File: src/spoq_pkg.sv
// Package: constants, record types and helpers for the sorted priority order queue.
`default_nettype none

package spoq_pkg;

  localparam int unsigned DEPTH     = 64;
  localparam int unsigned KEY_WIDTH = 16;
  localparam int unsigned CNT_W     = $clog2(DEPTH + 1);

  typedef enum logic {
    CMD_ENQ = 1'b0,
    CMD_DEQ = 1'b1
  } cmd_e;

  typedef enum logic [1:0] {
    ERR_OK    = 2'd0,
    ERR_EMPTY = 2'd1,
    ERR_FULL  = 2'd2
  } err_e;

  typedef struct packed {
    logic [KEY_WIDTH-1:0] key;
    logic [7:0]           pickup;
    logic [7:0]           dropoff;
    logic [1:0]           kind;
    logic [7:0]           tleft;
  } rec_t;

  // broadcast to every cell of the row
  typedef struct packed {
    logic                 ins;
    logic                 deq;
    logic [KEY_WIDTH-1:0] key;
  } cell_ctl_t;

  function automatic logic [KEY_WIDTH-1:0] to_key(input logic [15:0] st);
    logic [KEY_WIDTH+15:0] ext;
    ext = {{KEY_WIDTH{1'b0}}, st};
    return ext[KEY_WIDTH-1:0];
  endfunction

  function automatic logic [15:0] from_key(input logic [KEY_WIDTH-1:0] k);
    logic [KEY_WIDTH+15:0] ext;
    ext = {16'd0, k};
    return ext[15:0];
  endfunction

endpackage

`default_nettype wire

File: src/spoq_cell.sv
// One slot of the sorted shift row: holds a record, shifts right on insert, left on pop.
`default_nettype none

module spoq_cell (
  input  wire                 clk_i,
  input  spoq_pkg::cell_ctl_t ctl_i,
  input  spoq_pkg::rec_t      new_rec_i,
  input  wire                 occ_i,
  input  spoq_pkg::rec_t      prev_rec_i,
  input  wire                 prev_gt_i,
  input  spoq_pkg::rec_t      next_rec_i,
  output spoq_pkg::rec_t      rec_o,
  output logic                gt_o
);

  spoq_pkg::rec_t rec_q, rec_d;
  logic           key_gt;

  // strict compare keeps equal keys in arrival order
  assign key_gt = rec_q.key > ctl_i.key;
  assign gt_o   = occ_i && key_gt;
  assign rec_o  = rec_q;

  always_comb begin
    rec_d = rec_q;
    if (ctl_i.ins) begin
      if (prev_gt_i) begin
        rec_d = prev_rec_i;
      end else if (!occ_i || key_gt) begin
        rec_d = new_rec_i;
      end
    end else if (ctl_i.deq) begin
      rec_d = next_rec_i;
    end
  end

  always_ff @(posedge clk_i) begin
    rec_q <= rec_d;
  end

endmodule

`default_nettype wire

File: config.mk
export PLATFORM = sky130hd
export DESIGN_NAME = spoq_cell
export DESIGN_NICKNAME = d
export VERILOG_FILES = /design/src/spoq_pkg.sv /design/src/spoq_cell.sv
export SDC_FILE = /design/constraint.sdc
export NUM_CORES = 1
export LEC_CHECK = 0
export BUFFER_PORTS_ARGS = -buffer_cell sky130_fd_sc_hd__buf_2
export CAP_MARGIN = 40
export CORE_MARGIN = 4
export CORE_UTILIZATION = 42
export CTS_CLUSTER_DIAMETER = 200
export DETAILED_ROUTE_END_ITERATION = 16
export PLACE_DENSITY = 0.83
export SLEW_MARGIN = 25
export SYNTH_ARGS = -nofsm -noshare
export SYNTH_HDL_FRONTEND = slang
export SYNTH_SLANG_ARGS = --single-unit
File: constraint.sdc
create_clock -name clk_i -period 6.2 [get_ports clk_i]
set_clock_uncertainty 0.15 [all_clocks]
set_input_delay 1.24 -clock clk_i [delete_from_list [all_inputs] [get_ports clk_i]]
set_output_delay 1.24 -clock clk_i [all_outputs]
set_load 0.02 [all_outputs]
## Word level (Yosys, flattened, before mapping)

Cells that the tools add are included.

- Logic and storage cells: 16
- Bits of input ports: 147
- Bits in latches: 0
- Memories: 0
- Output and inout port bits: 43
- RAM bits: 0
- Bits in read-only memories: 0
- Register bits: 42

- Magnitude comparators: 1
- Divide/modulo/power cells: 0
- Multiplexer cells: 4
- Equal/unequal tests: 1
- Add/sub/neg operators: 0
- Shift operators: 0
- Bitwise gates (word level): 0
- Reduce and logical (&&, ||, !) cells: 5
- Multipliers: 0

Operators by type and width:

| cell | number |
|---|---|
| 42-bit two-way mux | 4 |
| 16-bit > comparator | 1 |
| 3-bit by 1-bit != test with 1-bit output, second input constant | 1 |
| 2-bit AND reduction | 1 |
| 2-bit nonzero test | 1 |
| 1-bit logical AND | 1 |
| 1-bit zero test | 1 |
| 1-bit logical OR | 1 |

## Logic depth before layout (Yosys ltp)

Gate-level depths: netlist (run 1).

- Depth after elaboration: 5
- Gate-level depth with buffers: 7
- Depth with buffers taken out: 7

## Least setup slack after synthesis (run 1)

No wires, ideal clock.

- Path kind: in2out
- From: in ctl_i[15] in the netlist's numbering
- To: out gt_o
- Data required time: 4810 ps
- Path buffers: 0
- Slack: 2242 ps
- Cell stages on the path: 7
- Arrival: 2568 ps
- Cells stage by stage: inv_1 -> ha_1 -> nand4_2 -> nor4_2 -> a21bo_1 -> nand4_2 -> and3_1

- Word-level cells in the longest chain between the ends: 2

RTL lines:

| item | RTL line | text |
|---|---|---|
| start: declaration | spoq_cell.sv:6 | `input spoq_pkg::cell_ctl_t ctl_i,` |
| 16-bit > comparator | spoq_cell.sv:20 | `assign key_gt = rec_q.key > ctl_i.key;` |
| 1-bit logical AND | spoq_cell.sv:21 | `assign gt_o = occ_i && key_gt;` |
| end: declaration | spoq_cell.sv:13 | `output logic gt_o` |

Every way passes these cells.

## Final worst setup path (run 1)

Ends and elaborated chain as after synthesis.

==> results.cfg, run 1 <==
[run_status]
status = finished, final reports clean

[floorplanning]
coreArea_um2 = 5920
die_h_um = 86.2
start_util = 0.433
ioPinCount = 190
die_x_um = 86.2
dieArea_um2 = 7420
rows = 28

[clocking]
cts_resized = 0
clock_sinks = 42
clock-root-buffer = clkbuf_8
holdBufCountCts = 0
htreeDepth = 2
clk_pin_slew_ns = 0.07
numCtsBuffers = 5
post_cts_buffers = 0
clkLatencyLatePin_ns = 0.28
cts_tree = done
clockBufferDepth = 2

[logic_synthesis]
synth_xor_area_frac = 0
synth_simple_gate_area_frac = 0.107
netlist_area_um2 = 2570
synthAdderAreaFrac = 0.0780
yosys_register_bits = 42
postSynthCellCount = 245
ys_types = 23
synthesis.nets = 408
synth_top_family_by_area = multiplexers
synth_warnings = 0
synth_area_per_cell_um2 = 10.5
synth.mux.area_fraction = 0.164
synth-compound-area-share = 0.110
synth-seq-area-share = 0.491

[routing]
drtIter0Drc = 55
routed-via-count = 2474
totalWireLength_um = 6950
avgViaCountPerCell = 4.91
firstDrtPassIters = 4
drc = 0
post_drt_wl_per_cell_um = 13.8
ant_nets = 0

[critical_path]
path_max_fanout = 4
critPathCaptureType = output port
required_ns = 4.81
rrSetupSlack_ns = 3.37
arrival_ns = 2.85
critPathLaunchType = input pin
critical_path_class = in -> out

[timing]
max_freq_mhz = 236
finalCriticalPeriod_ns = 4.24
final-setup-viol-count = 0
fin_crit_sh = 0.684
rsz0062_at_grt = false
fin_tns_setup_ns = 0
setup_slack_ns = 1.96
worst_slew_margin_rel = 0.502
final_max_slew_viol_count = 0
tightest_slew_ns = 0.747
hold_viol_final = 0

[worst_hold_path]
hp-class = in -> reg

[finish]
final_cells = 504
largest_reg_flops = 42
fin_util = 0.619
fillers = 507
layout-drive-gt1-share = 0.471
syn_to_final_growth_pct = 42.7
final_nets = 592
n_antenna_cell = 0

[power_and_ir_drop]
p_total_mw = 0.748
power.density_nw_per_um2 = 204
p_leak_nw = 1.87
vdd_drop_max_mv = 0.103

[grt]
overflow = 0
grt_usage = 0.175
antenna_found_initial = 0
grt_max_degree = 84
grt_first_pass_wirelength_um = 10300
grt_pass1_vias = 2355

[place]
port_buffers = 189
placed_cells = 497
dp_slack_ns = 1.96
post-dp-hpwl_um = 5650
gp_congestion = 0.888

[job]
max-cap-violations = 0
final timing paths:
kind / start / endpoint / cells past startpoint
setup / recovery: ctl_i[15] / gt_o / 9
hold reg to reg: rec_o[27] / rec_o[31] / 4
hold / removal: next_rec_i[5] / rec_o[5] / 3
setup reg to reg: rec_o[41] / rec_o[19] / 7
cell usage in the layout, fill, tap and decap left out, types with 5 or more instances in the layout:
cell,instances
clkbuf_8,5
inv_1,17
buf_2,189
nor2_1,45
edfxtp_1,42
ha_1,16
mux2i_1,42
a21oi_1,48
stage by stage:
| stage | area, um2 | hold slack, ns |
|---|---|---|
| 5_1_grt | 3660 | 1.12 |
| 2_1_floorplan | 2570 | 1.32 |
| 3_3_place_gp | 3560 | 1.41 |
| 4_1_cts | 3660 | 1.11 |
| 6_report | 3660 | 1.12 |
| 3_5_place_dp | 3590 | 1.23 |
cells by family after synthesis:
| family | after synthesis |
|---|---|
| simple gates | 59 |
| compound gates | 54 |
| mux | 42 |
| flops | 42 |
| buf+inv | 32 |
| fa+ha+maj | 16 |
metal layers:
metal / up-vias / track usage / routed length (um) / share of wire
li1: 1252 / - / - / -
met1: 1083 / 0.183 / 2480 / 0.36
met2: 133 / 0.327 / 3500 / 0.50
met3: 6 / 0.0624 / 896 / 0.13
met4: 0 / 0.0489 / 66 / 0.0095
met5: - / 0 / 0 / 0
synthesized netlist by cell type:
master | instances | area share
nor2_1 | 45 | 0.066
nor3_1 | 2 | 0.0039
a31o_1 | 1 | 0.0034
and4_1 | 1 | 0.0034
nand2_4 | 1 | 0.0044
o21ai_0 | 2 | 0.0039
nand2_1 | 2 | 0.0029
edfxtp_1 | 42 | 0.49
ha_1 | 16 | 0.078
nand4_2 | 2 | 0.0097
nor2b_1 | 2 | 0.0049
clkbuf_1 | 6 | 0.0088
a21oi_1 | 48 | 0.094
buf_1 | 4 | 0.0058
a21bo_1 | 1 | 0.0039
inv_1 | 17 | 0.025
buf_2 | 5 | 0.0097
o211ai_1 | 1 | 0.0029
a31oi_1 | 1 | 0.0024
mux2i_1 | 42 | 0.16
and3_1 | 1 | 0.0024
nand4_1 | 2 | 0.0049
nor4_2 | 1 | 0.0049
layout make-up:
type | instances | area (um2) | share of cell area
tap | 75 | 93.8 | 0.0256
clock buffer | 7 | 76.3 | 0.0208
timing repair buffer | 192 | 988 | 0.270
multi-input combinational | 171 | 1180 | 0.322
sequential | 42 | 1260 | 0.344
inverter | 17 | 63.8 | 0.0174
critical path: stages:
cell,delay [ns]
buf_2,0.07
inv_1,0.03
ha_1,0.30
nand4_2,0.17
nor4_2,0.34
a21bo_1,0.25
nand4_2,0.09
and3_1,0.18
buf_2,0.17
where the power goes:
| part | switching (mW) | total (mW) | internal (mW) |
|---|---|---|---|
| combinational | 0.129 | 0.227 | 0.0975 |
| clock | 0.0794 | 0.157 | 0.0775 |
| sequential | 0.0110 | 0.364 | 0.353 |
No activity file was read; power rests on OpenSTA's default activity.
==> inputs of run 2 (changes only) <==
Settings changed: CORE_UTILIZATION 42 to 41, PLACE_DENSITY 0.83 to 0.81.
Clock period 6.2 ns to 4.3 ns, I/O delays scaled along.
==> results.cfg, run 2 (same netlist as run 1, synthesis figures left out) <==
[clocking]
clkLatencyLatePin_ns = 0.29
clockBufferDepth = 2
htreeDepth = 2
cts_resized = 0
holdBufCountCts = 0
numCtsBuffers = 5
post_cts_buffers = 0
cts_tree = done
clk_pin_slew_ns = 0.08
clock-root-buffer = clkbuf_8
clock_sinks = 42

[timing]
tightest_slew_ns = 0.743
max_freq_mhz = 288
hold_viol_final = 0
worst_slew_margin_rel = 0.505
hold_slack_ns = 0.740
fin_crit_sh = 0.807
final-setup-viol-count = 0
rsz0062_at_grt = false
finalCriticalPeriod_ns = 3.47
fin_tns_setup_ns = 0
final_max_slew_viol_count = 0

[critical_path]
arrival_ns = 2.46
r2r_end = rec_o[29]
critical_path_class = in -> out
required_ns = 3.29
crit_family = simple AND/OR/NAND/NOR gates
rrSetupSlack_ns = 1.51
critPathCaptureType = output port
path_max_fanout = 4
critPathLaunchType = input pin
rr_worst_depth = 7
cp_cell_sequence = buf_2 > inv_1 > ha_1 > nand4_2 > nor4_2 > a21bo_1 > nand4_2 > and3_1 > buf_2
cp_slowest_cell = nor4_2
slowest_delay_ns = 0.36
path_buf_inv = 3
reg2reg_from = rec_o[40]

[finish]
final_cells = 505
final_cell_mix = 189 x buf_2, 48 x a21oi_1, 45 x nor2_1
fillers = 495
layout-drive-gt1-share = 0.474
largest_reg_flops = 42
final_nets = 592
syn_to_final_growth_pct = 42.8
n_antenna_cell = 0
layout_commonest_cell = buf_2

[power_and_ir_drop]
p_total_mw = 1.09
power.density_nw_per_um2 = 297
p_leak_nw = 1.87
vdd_drop_max_mv = 0.162

[worst_hold_path]
hp-start = next_rec_i[12]
whs_endpoint = rec_o[12]
hold_depth = 3
hp-class = in -> reg

[job]
max-cap-violations = 0

[grt]
overflow = 0
grt_usage = 0.183
grt_pass1_vias = 2447
antenna_found_initial = 1
grt_max_degree = 85
grt_first_pass_wirelength_um = 10900

[routing]
firstDrtPassIters = 4
avgViaCountPerCell = 4.84
totalWireLength_um = 7130
drc = 0
routed-via-count = 2442
ant_nets = 0
drtIter0Drc = 68
post_drt_wl_per_cell_um = 14.1

[place]
port_buffers = 189
placed_cells = 497
gp_congestion = 0.768
post-dp-hpwl_um = 5930

[floorplanning]
start_util = 0.428
rows = 28
die_x_um = 87.1
coreArea_um2 = 5990
die_h_um = 87.1
dieArea_um2 = 7590
ioPinCount = 190

[run_status]
status = finished, final reports clean
==> run 2: layer usage <==
metal  global-route usage  part of all wire  vias up
li1                     -                 -     1257
met1                0.191              0.34     1063
met2                0.352              0.54      112
met3               0.0539              0.10        8
met4               0.0530             0.012        2
met5                    0            0.0018        -
==> run 2: how the worst max path moves through the flow <==
stage / startpoint / slack (ns) / endpoint / cells past startpoint
6_report: ctl_i[15] / 0.83 / gt_o / 9
5_1_grt: ctl_i[15] / 0.69 / gt_o / 9
4_1_cts: ctl_i[15] / 0.81 / gt_o / 9
3_5_place_dp: ctl_i[14] / 0.82 / gt_o / 9
3_3_place_gp: ctl_i[15] / 0.85 / gt_o / 9
2_1_floorplan: ctl_i[15] / 0.78 / rec_o[0] / 7
==> run 2: layout make-up <==
cell class              count  area [um2]  share of cell area
inverters                  17        63.8              0.0174
flip-flops and latches     42        1260               0.344
multi-input cells         171        1180               0.322
repair buffers            192         981               0.268
well taps                  75        93.8              0.0256
clock inverters             3        16.3             0.00444
clock buffers               5        68.8              0.0188
==> run 2: per-stage QoR <==
step | util | instance area [um2] | worst slack, ns
after floorplan | - | 2570 | 0.776
after global placement | 0.597 | 3580 | 0.851
after detailed placement | 0.597 | 3580 | 0.823
after CTS | 0.612 | 3660 | 0.810
after global routing | 0.612 | 3660 | 0.692
final | 0.612 | 3660 | 0.832
==> run 2: worst register-to-register path, cell delays in order (launching register included) <==
cell      delay, ns
edfxtp_1       0.40
ha_1           0.32
nand4_2        0.17
nor4_2         0.36
a21bo_1        0.25
nand4_2        0.10
a31o_2         0.49
buf_12         0.25
==> run 2: power by group <==
group / switching, mW / internal (mW)
combinational: 0.186 / 0.139
clock: 0.129 / 0.111
sequential: 0.0151 / 0.509
total: 0.331 / 0.759
